$ cat src/sv/mfe_pkg.sv
package mfe_pkg;

  typedef enum logic [1:0] {
    MODE_RTU   = 2'd0,
    MODE_TCP   = 2'd1,
    MODE_ASCII = 2'd2
  } mode_t;

  localparam logic CMD_START = 1'b0;
  localparam logic CMD_DATA  = 1'b1;

  localparam logic       ADDR_FRAME_MODE = 1'b0;
  localparam int         PADDR_W         = 3;
  localparam int         QUEUE_DEPTH     = 2;
  localparam logic [1:0] FRAME_MODE_RST  = 2'd0;

  localparam logic [15:0] CRC_INIT   = 16'hFFFF;
  localparam logic [15:0] CRC_POLY   = 16'hA001;
  localparam logic [7:0]  CHAR_COLON = 8'h3A;
  localparam logic [7:0]  CHAR_CR    = 8'h0D;
  localparam logic [7:0]  CHAR_LF    = 8'h0A;
  localparam logic [7:0]  BYTE_ZERO  = 8'h00;

  localparam logic [2:0] TCP_START_LEN = 3'd7;

  typedef struct packed {
    mode_t       mode;
    logic        is_start;
    logic        closes;
    logic [7:0]  b0;
    logic [15:0] tid;
    logic        ml_hi;
    logic [7:0]  ml_lo;
    logic [15:0] crc;
    logic [7:0]  lrc;
  } job_t;

  typedef struct packed {
    logic full;
    logic empty;
  } q_stat_t;

  function automatic logic [15:0] crc_update(input logic [15:0] crc_in, input logic [7:0] b);
    logic [15:0] c;
    c = crc_in ^ {8'h00, b};
    for (int i = 0; i < 8; i++) begin
      c = c[0] ? ((c >> 1) ^ CRC_POLY) : (c >> 1);
    end
    return c;
  endfunction

  function automatic logic [7:0] hex_char(input logic [3:0] v);
    return (v < 4'd10) ? (8'h30 + {4'h0, v}) : (8'h37 + {4'h0, v});
  endfunction

endpackage

$ cat src/sv/mfe_in_if.sv
interface mfe_in_if;
  logic        valid;
  logic        ready;
  logic        command;
  logic [7:0]  station_id;
  logic [15:0] transaction_id;
  logic [7:0]  pdu_length;
  logic [7:0]  data_byte;

  modport source (output valid, command, station_id, transaction_id, pdu_length, data_byte,
                  input ready);
  modport sink (input valid, command, station_id, transaction_id, pdu_length, data_byte,
                output ready);
endinterface

$ cat src/sv/mfe_out_if.sv
interface mfe_out_if;
  logic       valid;
  logic       ready;
  logic [7:0] frame_byte;
  logic       end_of_frame;
  logic       end_of_run;

  modport source (output valid, frame_byte, end_of_frame, end_of_run, input ready);
  modport sink (input valid, frame_byte, end_of_frame, end_of_run, output ready);
endinterface

$ cat src/sv/mfe_front.sv
module mfe_front
  import mfe_pkg::*;
(
  input  logic        clk,
  input  logic        rst,
  input  logic [1:0]  frame_mode,
  mfe_in_if.sink      req,
  input  q_stat_t     q_stat,
  output logic        push,
  output job_t        push_job
);

  logic [15:0] crc_accum, crc_accum_next;
  logic [7:0]  lrc_sum, lrc_sum_next;
  logic [7:0]  bytes_left, bytes_left_next;
  logic        frame_open, frame_open_next;
  logic        accept;
  logic [8:0]  ml;
  mode_t       mode;

  assign req.ready = !q_stat.full;
  assign accept    = req.valid && req.ready;
  assign ml        = {1'b0, req.pdu_length} + 9'd1;

  always_comb begin
    case (frame_mode)
      MODE_TCP:   mode = MODE_TCP;
      MODE_ASCII: mode = MODE_ASCII;
      default:    mode = MODE_RTU;
    endcase
  end

  always_comb begin
    crc_accum_next  = crc_accum;
    lrc_sum_next    = lrc_sum;
    bytes_left_next = bytes_left;
    frame_open_next = frame_open;
    push            = 1'b0;
    if (accept) begin
      if (req.command == CMD_START) begin
        crc_accum_next  = crc_update(CRC_INIT, req.station_id);
        lrc_sum_next    = req.station_id;
        bytes_left_next = req.pdu_length;
        frame_open_next = (req.pdu_length != 8'd0);
        push            = 1'b1;
      end else if (frame_open) begin
        crc_accum_next  = crc_update(crc_accum, req.data_byte);
        lrc_sum_next    = lrc_sum + req.data_byte;
        bytes_left_next = bytes_left - 8'd1;
        frame_open_next = (bytes_left_next != 8'd0);
        push            = 1'b1;
      end
    end
  end

  always_comb begin
    push_job.mode     = mode;
    push_job.is_start = (req.command == CMD_START);
    push_job.closes   = !frame_open_next;
    push_job.b0       = (req.command == CMD_START) ? req.station_id : req.data_byte;
    push_job.tid      = req.transaction_id;
    push_job.ml_hi    = ml[8];
    push_job.ml_lo    = ml[7:0];
    push_job.crc      = crc_accum_next;
    push_job.lrc      = 8'd0 - lrc_sum_next;
  end

  always_ff @(posedge clk) begin
    if (rst) begin
      crc_accum  <= CRC_INIT;
      lrc_sum    <= 8'd0;
      bytes_left <= 8'd0;
      frame_open <= 1'b0;
    end else begin
      crc_accum  <= crc_accum_next;
      lrc_sum    <= lrc_sum_next;
      bytes_left <= bytes_left_next;
      frame_open <= frame_open_next;
    end
  end

endmodule

$ cat src/sv/mfe_queue.sv
module mfe_queue
  import mfe_pkg::*;
#(
  parameter int DEPTH = QUEUE_DEPTH
) (
  input  logic    clk,
  input  logic    rst,
  input  logic    push,
  input  job_t    push_job,
  input  logic    pop,
  output job_t    head,
  output q_stat_t q_stat
);

  localparam int PTR_W = (DEPTH > 1) ? $clog2(DEPTH) : 1;
  localparam int CNT_W = $clog2(DEPTH + 1);
  localparam logic [PTR_W-1:0] PTR_LAST = PTR_W'(DEPTH - 1);

  job_t             slots [DEPTH];
  logic [PTR_W-1:0] wr_ptr, rd_ptr;
  logic [CNT_W-1:0] count;

  assign head         = slots[rd_ptr];
  assign q_stat.full  = (count == CNT_W'(DEPTH));
  assign q_stat.empty = (count == '0);

  always_ff @(posedge clk) begin
    if (push) begin
      slots[wr_ptr] <= push_job;
    end
  end

  always_ff @(posedge clk) begin
    if (rst) begin
      wr_ptr <= '0;
      rd_ptr <= '0;
      count  <= '0;
    end else begin
      if (push) begin
        wr_ptr <= (wr_ptr == PTR_LAST) ? '0 : wr_ptr + 1'b1;
      end
      if (pop) begin
        rd_ptr <= (rd_ptr == PTR_LAST) ? '0 : rd_ptr + 1'b1;
      end
      if (push && !pop) begin
        count <= count + 1'b1;
      end else if (pop && !push) begin
        count <= count - 1'b1;
      end
    end
  end

endmodule

$ cat src/sv/mfe_back.sv
module mfe_back
  import mfe_pkg::*;
(
  input  logic     clk,
  input  logic     rst,
  input  job_t     head,
  input  q_stat_t  q_stat,
  output logic     pop,
  mfe_out_if.source frm
);

  logic [2:0] idx;
  logic [2:0] n;
  logic [2:0] pos;
  logic [7:0] cur_byte;
  logic       last;
  logic       load;

  assign load = !q_stat.empty && (!frm.valid || frm.ready);
  assign last = (idx == n - 3'd1);
  assign pop  = load && last;
  assign pos  = head.is_start ? idx - 3'd1 : idx;

  always_comb begin
    case (head.mode)
      MODE_TCP:   n = head.is_start ? TCP_START_LEN : 3'd1;
      MODE_ASCII: n = (head.is_start ? 3'd3 : 3'd2) + (head.closes ? 3'd4 : 3'd0);
      default:    n = head.closes ? 3'd3 : 3'd1;
    endcase
  end

  always_comb begin
    case (head.mode)
      MODE_TCP: begin
        if (head.is_start) begin
          case (idx)
            3'd0:    cur_byte = head.tid[15:8];
            3'd1:    cur_byte = head.tid[7:0];
            3'd2:    cur_byte = BYTE_ZERO;
            3'd3:    cur_byte = BYTE_ZERO;
            3'd4:    cur_byte = {7'd0, head.ml_hi};
            3'd5:    cur_byte = head.ml_lo;
            default: cur_byte = head.b0;
          endcase
        end else begin
          cur_byte = head.b0;
        end
      end
      MODE_ASCII: begin
        if (head.is_start && idx == 3'd0) begin
          cur_byte = CHAR_COLON;
        end else begin
          case (pos)
            3'd0:    cur_byte = hex_char(head.b0[7:4]);
            3'd1:    cur_byte = hex_char(head.b0[3:0]);
            3'd2:    cur_byte = hex_char(head.lrc[7:4]);
            3'd3:    cur_byte = hex_char(head.lrc[3:0]);
            3'd4:    cur_byte = CHAR_CR;
            default: cur_byte = CHAR_LF;
          endcase
        end
      end
      default: begin
        case (idx)
          3'd0:    cur_byte = head.b0;
          3'd1:    cur_byte = head.crc[7:0];
          default: cur_byte = head.crc[15:8];
        endcase
      end
    endcase
  end

  always_ff @(posedge clk) begin
    if (rst) begin
      idx       <= '0;
      frm.valid <= 1'b0;
    end else begin
      if (load) begin
        idx       <= last ? 3'd0 : idx + 3'd1;
        frm.valid <= 1'b1;
      end else if (frm.ready) begin
        frm.valid <= 1'b0;
      end
    end
  end

  always_ff @(posedge clk) begin
    if (load) begin
      frm.frame_byte   <= cur_byte;
      frm.end_of_frame <= last && head.closes;
      frm.end_of_run   <= last;
    end
  end

endmodule

$ cat src/sv/modbus_frame_encoder.sv
// Modbus frame encoder. Items arrive on req: a start beat (command 0) opens a frame
// with station id, transaction id and PDU length, and each data beat (command 1)
// carries one PDU byte. Encoded frame bytes leave on frm, one per beat, with
// end_of_frame on the last byte of a frame and end_of_run on the last byte that an
// input beat caused. The frame_mode register (APB, address 0) selects RTU, TCP or
// ASCII and is read when each beat is accepted.
// The front stage updates CRC, LRC and the byte count in the cycle a beat is
// accepted and queues a job. The back stage emits one byte per cycle, while frm is
// ready, from the job at the head of the queue into an output register, so the
// first byte of a beat is registered in the queue and then in the output register.
// A beat causes 1 to 7 output bytes; data beats with no open frame cause nothing
// and are accepted without queuing a job. Sustained throughput is one frame byte
// per cycle while frm is ready. When frm stalls, the output register holds, the queue
// fills and req.ready drops; the input side runs on until the queue is full.
// Reset empties the queue and the output register, closes any open frame and sets
// frame_mode to RTU.
module modbus_frame_encoder
  import mfe_pkg::*;
#(
  parameter int QDEPTH = QUEUE_DEPTH
) (
  input  logic               clk,
  input  logic               rst,
  input  logic               psel,
  input  logic               penable,
  input  logic               pwrite,
  input  logic [PADDR_W-1:0] paddr,
  input  logic [31:0]        pwdata,
  output logic [31:0]        prdata,
  output logic               pready,
  mfe_in_if.sink             req,
  mfe_out_if.source          frm
);

  logic [1:0] frame_mode;
  logic       push;
  logic       pop;
  job_t       push_job;
  job_t       head;
  q_stat_t    q_stat;

  assign pready = 1'b1;
  assign prdata = (paddr[2] == ADDR_FRAME_MODE) ? {30'd0, frame_mode} : 32'd0;

  always_ff @(posedge clk) begin
    if (rst) begin
      frame_mode <= FRAME_MODE_RST;
    end else if (psel && penable && pwrite && pready && paddr[2] == ADDR_FRAME_MODE) begin
      frame_mode <= pwdata[1:0];
    end
  end

  mfe_front u_front (
    .clk        (clk),
    .rst        (rst),
    .frame_mode (frame_mode),
    .req        (req),
    .q_stat     (q_stat),
    .push       (push),
    .push_job   (push_job)
  );

  mfe_queue #(
    .DEPTH (QDEPTH)
  ) u_queue (
    .clk      (clk),
    .rst      (rst),
    .push     (push),
    .push_job (push_job),
    .pop      (pop),
    .head     (head),
    .q_stat   (q_stat)
  );

  mfe_back u_back (
    .clk    (clk),
    .rst    (rst),
    .head   (head),
    .q_stat (q_stat),
    .pop    (pop),
    .frm    (frm)
  );

`ifndef SYNTH
  a_eof_ends_run: assert property (@(posedge clk) disable iff (rst)
    frm.valid && frm.end_of_frame |-> frm.end_of_run)
    else $error("end_of_frame without end_of_run");

  a_reset_idle: assert property (@(posedge clk) rst |=> !frm.valid)
    else $error("output valid right after reset");

  a_queue_state: assert property (@(posedge clk) disable iff (rst)
    !(q_stat.full && q_stat.empty))
    else $error("queue both full and empty");

  a_no_pop_empty: assert property (@(posedge clk) disable iff (rst)
    pop |-> !q_stat.empty)
    else $error("queue popped while empty");
`endif

endmodule

$ cat src/flat_wrapper.sv
// flat-port wrapper written by rule: the top's interface ports become plain ports
module modbus_frame_encoder_flat import mfe_pkg::*;
#(
  parameter int QDEPTH = QUEUE_DEPTH
)
  (clk, rst, psel, penable, pwrite, paddr, pwdata, prdata, pready, req_valid, req_command, req_station_id, req_transaction_id, req_pdu_length, req_data_byte, req_ready, frm_valid, frm_frame_byte, frm_end_of_frame, frm_end_of_run, frm_ready);
  mfe_in_if req_i ();
  mfe_out_if frm_i ();
  input  logic clk;
  input  logic rst;
  input  logic psel;
  input  logic penable;
  input  logic pwrite;
  input  logic [PADDR_W-1:0] paddr;
  input  logic [31:0] pwdata;
  output logic [31:0] prdata;
  output logic pready;
  input wire logic [$bits(req_i.valid)-1:0] req_valid;
  input wire logic [$bits(req_i.command)-1:0] req_command;
  input wire logic [$bits(req_i.station_id)-1:0] req_station_id;
  input wire logic [$bits(req_i.transaction_id)-1:0] req_transaction_id;
  input wire logic [$bits(req_i.pdu_length)-1:0] req_pdu_length;
  input wire logic [$bits(req_i.data_byte)-1:0] req_data_byte;
  output wire logic [$bits(req_i.ready)-1:0] req_ready;
  output wire logic [$bits(frm_i.valid)-1:0] frm_valid;
  output wire logic [$bits(frm_i.frame_byte)-1:0] frm_frame_byte;
  output wire logic [$bits(frm_i.end_of_frame)-1:0] frm_end_of_frame;
  output wire logic [$bits(frm_i.end_of_run)-1:0] frm_end_of_run;
  input wire logic [$bits(frm_i.ready)-1:0] frm_ready;
  assign req_i.valid = req_valid;
  assign req_i.command = req_command;
  assign req_i.station_id = req_station_id;
  assign req_i.transaction_id = req_transaction_id;
  assign req_i.pdu_length = req_pdu_length;
  assign req_i.data_byte = req_data_byte;
  assign req_ready = req_i.ready;
  assign frm_valid = frm_i.valid;
  assign frm_frame_byte = frm_i.frame_byte;
  assign frm_end_of_frame = frm_i.end_of_frame;
  assign frm_end_of_run = frm_i.end_of_run;
  assign frm_i.ready = frm_ready;
  modbus_frame_encoder #(.QDEPTH(QDEPTH)) u_core (.clk(clk), .rst(rst), .psel(psel), .penable(penable), .pwrite(pwrite), .paddr(paddr), .pwdata(pwdata), .prdata(prdata), .pready(pready), .req(req_i), .frm(frm_i));
endmodule
$ cat config.mk
export PLATFORM = sky130hd
export DESIGN_NAME = modbus_frame_encoder_flat
export DESIGN_NICKNAME = d
export VERILOG_FILES = /design/src/sv/mfe_pkg.sv /design/src/sv/mfe_in_if.sv /design/src/sv/mfe_out_if.sv /design/src/sv/mfe_front.sv /design/src/sv/mfe_queue.sv /design/src/sv/mfe_back.sv /design/src/sv/modbus_frame_encoder.sv /design/src/flat_wrapper.sv
export SDC_FILE = /design/constraint.sdc
export NUM_CORES = 1
export LEC_CHECK = 0
export BUFFER_PORTS_ARGS = -buffer_cell sky130_fd_sc_hd__buf_2
export CAP_MARGIN = 0
export CELL_PAD_IN_SITES_DETAIL_PLACEMENT = 0
export CELL_PAD_IN_SITES_GLOBAL_PLACEMENT = 1
export CORE_MARGIN = 10
export CORE_UTILIZATION = 46
export CTS_CLUSTER_DIAMETER = 150
export CTS_CLUSTER_SIZE = 28
export DETAILED_ROUTE_END_ITERATION = 16
export PLACE_DENSITY_LB_ADDON = 0.1
export SLEW_MARGIN = 20
export SYNTH_ARGS = -nofsm -noshare
export SYNTH_HDL_FRONTEND = slang
export SYNTH_SLANG_ARGS = --single-unit
$ cat constraint.sdc
create_clock -name clk -period 6.2 [get_ports clk]
set_clock_uncertainty 0.1 [all_clocks]
set_input_delay 0.93 -clock clk [delete_from_list [all_inputs] [get_ports clk]]
set_output_delay 0.93 -clock clk [all_outputs]
set_load 0.03 [all_outputs]
==> summary.md <==
| Metric | Value |
|---|---|
| Residual DRC count | 0 |
| Cts-stage hold buffer count | 0 |
| Initial cell density of the core | 46.8% |
| Destination of the worst register-to-register timing path | u_core.u_back.frm.frame_byte[6]$_DFFE_PP_ |
| Required time of the critical path | 6.28 ns |
| Total negative slack for setup checks | 0 ns |
| Post-layout min period | 4.23 ns |
| Number of global-route vias before repair | 6,766 |
| Area growth, synth to finish | 10.0% |
| Total CTS buffers | 17 |
| Worst Hold Depth | 2 |
| Rel. slew slack | 36.0% |
| Placeable core area | 20,300 um^2 |
| Synthesis Warnings | 0 |
| Average wire length per cell after detail routing | 20.6 um |
| Crit path arrival time | 4.31 ns |
| Mapped Avg Cell Area | 11.0 um^2 |
| Overall die area | 26,800 um^2 |
| Cell area after placement | 9870 um^2 |
| Cell area after synthesis | 9500 um^2 |
| Reported max-cap violation count | 0 |
| Top-level I/O count | 128 |
| Most frequently used flop master after synthesis | edfxtp_1 |
| Vias | 6,944 |
| Remaining number of nets flagged by the antenna check after routing | 0 |
| Capturing element type of the critical path | flip-flop |
| Count of state elements after synthesis | 176 |
| Worst-path maximum fanout | 44 |
| IO buf count | 64 |
| Total count of hold-check failures in the final report | 0 |
| Period utilization | 68.3% |
| Number of antenna violations at the first check in global routing | 0 |
| Type of the setup path with the least slack | reg -> reg |
| Clock tree from TritonCTS | yes |
| Vias per cell | 5.83 |
| Endpoint of the worst setup timing path | u_core.u_back.frm.frame_byte[6]$_DFFE_PP_ |
| Number of nets in the finished design | 1,016 |
| DPL Wire Length | 17,500 um |
| Startpoint type of the worst setup path | flip-flop |
| Global-route congestion overflow total | 0 |
| Number of flops mapped to enable cells by yosys | 132 |
| Proportion of layout cells with a drive suffix above 1 | 16.5% |
| Post-CTS Setup Inserts | 0 |
| Height of the chip | 164 um |
| Async SR Flop Fraction | 0% |
| RSZ-0062 raised after global routing | false |
| Layout filler cell count | 1,840 |
| Largest net degree at the start of global routing | 45 |
| Achievable frequency | 236 MHz |
| Clock Pin Slew Worst Setup and Hold Paths | 0.07 ns |
| Post-synthesis sequential area ratio | 51.0% |
| Die boundary width | 164 um |
| Post-place setup slack | 1.94 ns |
| Worst Tran Pin Value | 0.959 ns |
| First-iteration detailed-routing DRC count | 587 |
| Setup slack on the worst flop-to-flop path | 1.97 ns |
| Final Slew Violations | 0 |
| Leakage power total | 0.00371 uW |
| Type of the most critical hold path | reg -> reg |
| Number of sinks on the clock net | 176 |
| Synth unique cells | 71 |
| Design Area, Final | 10,500 um^2 |
| H-tree levels | 4 |
| Post-route worst setup slack | 1.97 ns |
| First-pass GRT wire length | 37,600 um |
| Most common cell after layout, fill and taps aside | edfxtp_1 |
| Cell count after synthesis | 864 |
| Number of resized instances in the post-cts repair step | 0 |
| Final Wtd Congestion | 0.856 |
| Antenna fix cells | 0 |
| Wire length after detailed routing | 24,600 um |
| Outcome | completed |
| Count of endpoints failing setup in the final report | 0 |
| Bufs on Longest Clock Path | 2 |
| R2R cell count | 10 |
| Total power divided by cell area | 441 nW/um^2 |
| Worst slack on hold paths | 0.402 ns |
| Commonest cells after routing, fill and taps aside | edfxtp_1 (132), buf_2 (64), nor2_1 (61) |
| Latest clock arrival within the worst-skew pair | 0.43 ns |
| Worst IR Drop VDD | 224 uV |
| Count of standard-cell rows | 52 |
| CTS Root Cell | clkbuf_16 |
| Detailed-routing iteration count for the pre-antenna-repair pass | 5 |
| Global router's overall resource usage | 18.0% |
-- critical path: stages, from the launching register on --
cell	delay [ns]
dfxtp_4	0.63
buf_4	0.60
mux2i_1	0.66
ha_1	0.28
inv_1	0.08
a211oi_1	0.23
a211oi_1	0.12
nor3b_1	0.20
a2111oi_0	0.68
o21ai_0	0.15
o21a_1	0.21
-- routing by layer --
metal  wire length (um)  vias to the layer above  GRT usage [%]
li1                   -                     3263              -
met1              11300                     3443           24.2
met2              11400                      207           28.8
met3               1390                       31           3.43
met4                513                        0           6.26
met5                  0                        -              0
-- cell families after synthesis --
kind of cell	count (synthesis)	share of synthesized area, %
xor gates and xnor gates	63	6.12
DFF	176	51.0
other	2	0.0790
muxes	61	6.96
and+or+nand+nor	223	11.5
buffers and inverters	99	5.75
AOI/OAI and AO/OA	215	15.2
adders and majority gates	25	3.37
-- state kept, by name, summed over array words and instances, names as in the netlist, named ones only --
| name | flops |
|---|---|
| u_core.u_queue.slots | 122 |
| u_core.u_front.crc_accum | 16 |
| u_core.u_back.frm.frame_byte | 8 |
| u_core.u_front.bytes_left | 8 |
| u_core.u_front.lrc_sum | 8 |
| u_core.u_back.idx | 3 |
| u_core.frame_mode | 2 |
| u_core.u_queue.count | 2 |
| u_core.u_back.frm.end_of_frame | 1 |
| u_core.u_back.frm.end_of_run | 1 |
| u_core.u_back.frm.valid | 1 |
| u_core.u_front.frame_open | 1 |
| u_core.u_queue.rd_ptr | 1 |
| u_core.u_queue.wr_ptr | 1 |
-- cells in the mapped netlist (4+ instances only) --
| master | count | area share, % |
|---|---|---|
| edfxtp_1 | 132 | 42 |
| clkbuf_1 | 28 | 1.1 |
| a21oi_1 | 46 | 2.4 |
| and2_1 | 4 | 0.26 |
| o21ai_0 | 40 | 2.1 |
| xnor2_1 | 39 | 3.6 |
| nor2b_1 | 7 | 0.46 |
| buf_2 | 5 | 0.26 |
| nor2_1 | 62 | 2.4 |
| mux2_2 | 18 | 2.1 |
| xor2_1 | 21 | 1.9 |
| nand3_1 | 20 | 1.1 |
| buf_6 | 5 | 0.59 |
| a211oi_1 | 16 | 1.3 |
| o22ai_1 | 23 | 1.5 |
| inv_1 | 24 | 0.95 |
| nand2b_1 | 8 | 0.53 |
| nand2_1 | 53 | 2.1 |
| mux2i_1 | 40 | 4.2 |
| buf_4 | 35 | 2.8 |
| nor3b_1 | 4 | 0.32 |
| and3_1 | 6 | 0.40 |
| a22oi_1 | 10 | 0.79 |
| nand4b_1 | 4 | 0.37 |
| a221oi_1 | 9 | 0.83 |
| ha_1 | 24 | 3.2 |
| nor3_1 | 20 | 1.1 |
| o32ai_1 | 4 | 0.37 |
| o221ai_1 | 11 | 1.0 |
| a31oi_1 | 7 | 0.46 |
| dfxtp_1 | 44 | 9.3 |
| or2_2 | 15 | 0.99 |
| o211ai_1 | 15 | 1.2 |
| nor4_1 | 5 | 0.33 |
-- power breakdown --
group	switching [uW]	total [uW]	internal, uW
clock	487	1070	579
sequential	120	1630	1510
combinational	1220	1910	697
total	1820	4610	2790
-- per-stage QoR --
step	utilization [%]	instances	power [uW]
after floorplan	-	893	3080
after global placement	48.6	1159	3510
after detailed placement	48.6	1159	3550
after CTS	51.5	1191	4620
after global routing	51.5	1191	4880
final	51.5	1191	4610
-- how the worst min path moves through the flow --
stage,start,end,slack (ns)
floorplan,u_core.u_front.bytes_left[7]$_SDFFE_PP0P_,u_core.u_front.bytes_left[7]$_SDFFE_PP0P_,0.36
global placement,u_core.u_front.bytes_left[7]$_SDFFE_PP0P_,u_core.u_front.bytes_left[7]$_SDFFE_PP0P_,0.38
detailed placement,u_core.u_front.bytes_left[7]$_SDFFE_PP0P_,u_core.u_front.bytes_left[7]$_SDFFE_PP0P_,0.39
CTS,u_core.u_front.bytes_left[7]$_SDFFE_PP0P_,u_core.u_front.bytes_left[7]$_SDFFE_PP0P_,0.41
global route,u_core.u_front.bytes_left[7]$_SDFFE_PP0P_,u_core.u_front.bytes_left[7]$_SDFFE_PP0P_,0.46
finish,u_core.u_front.bytes_left[7]$_SDFFE_PP0P_,u_core.u_front.bytes_left[7]$_SDFFE_PP0P_,0.40
-- area by class of cell --
cell class                 count  area (um^2)  share of cell area (%)
sequential                   176         4850                    46.4
multi-input combinational    618         4230                    40.5
clock buffer                  18          439                    4.20
timing repair buffer          70          365                    3.49
tap                          270          338                    3.23
clock inverter                14          140                    1.34
inverter                      25         93.8                   0.898
Power figures use the tool's default switching activity.
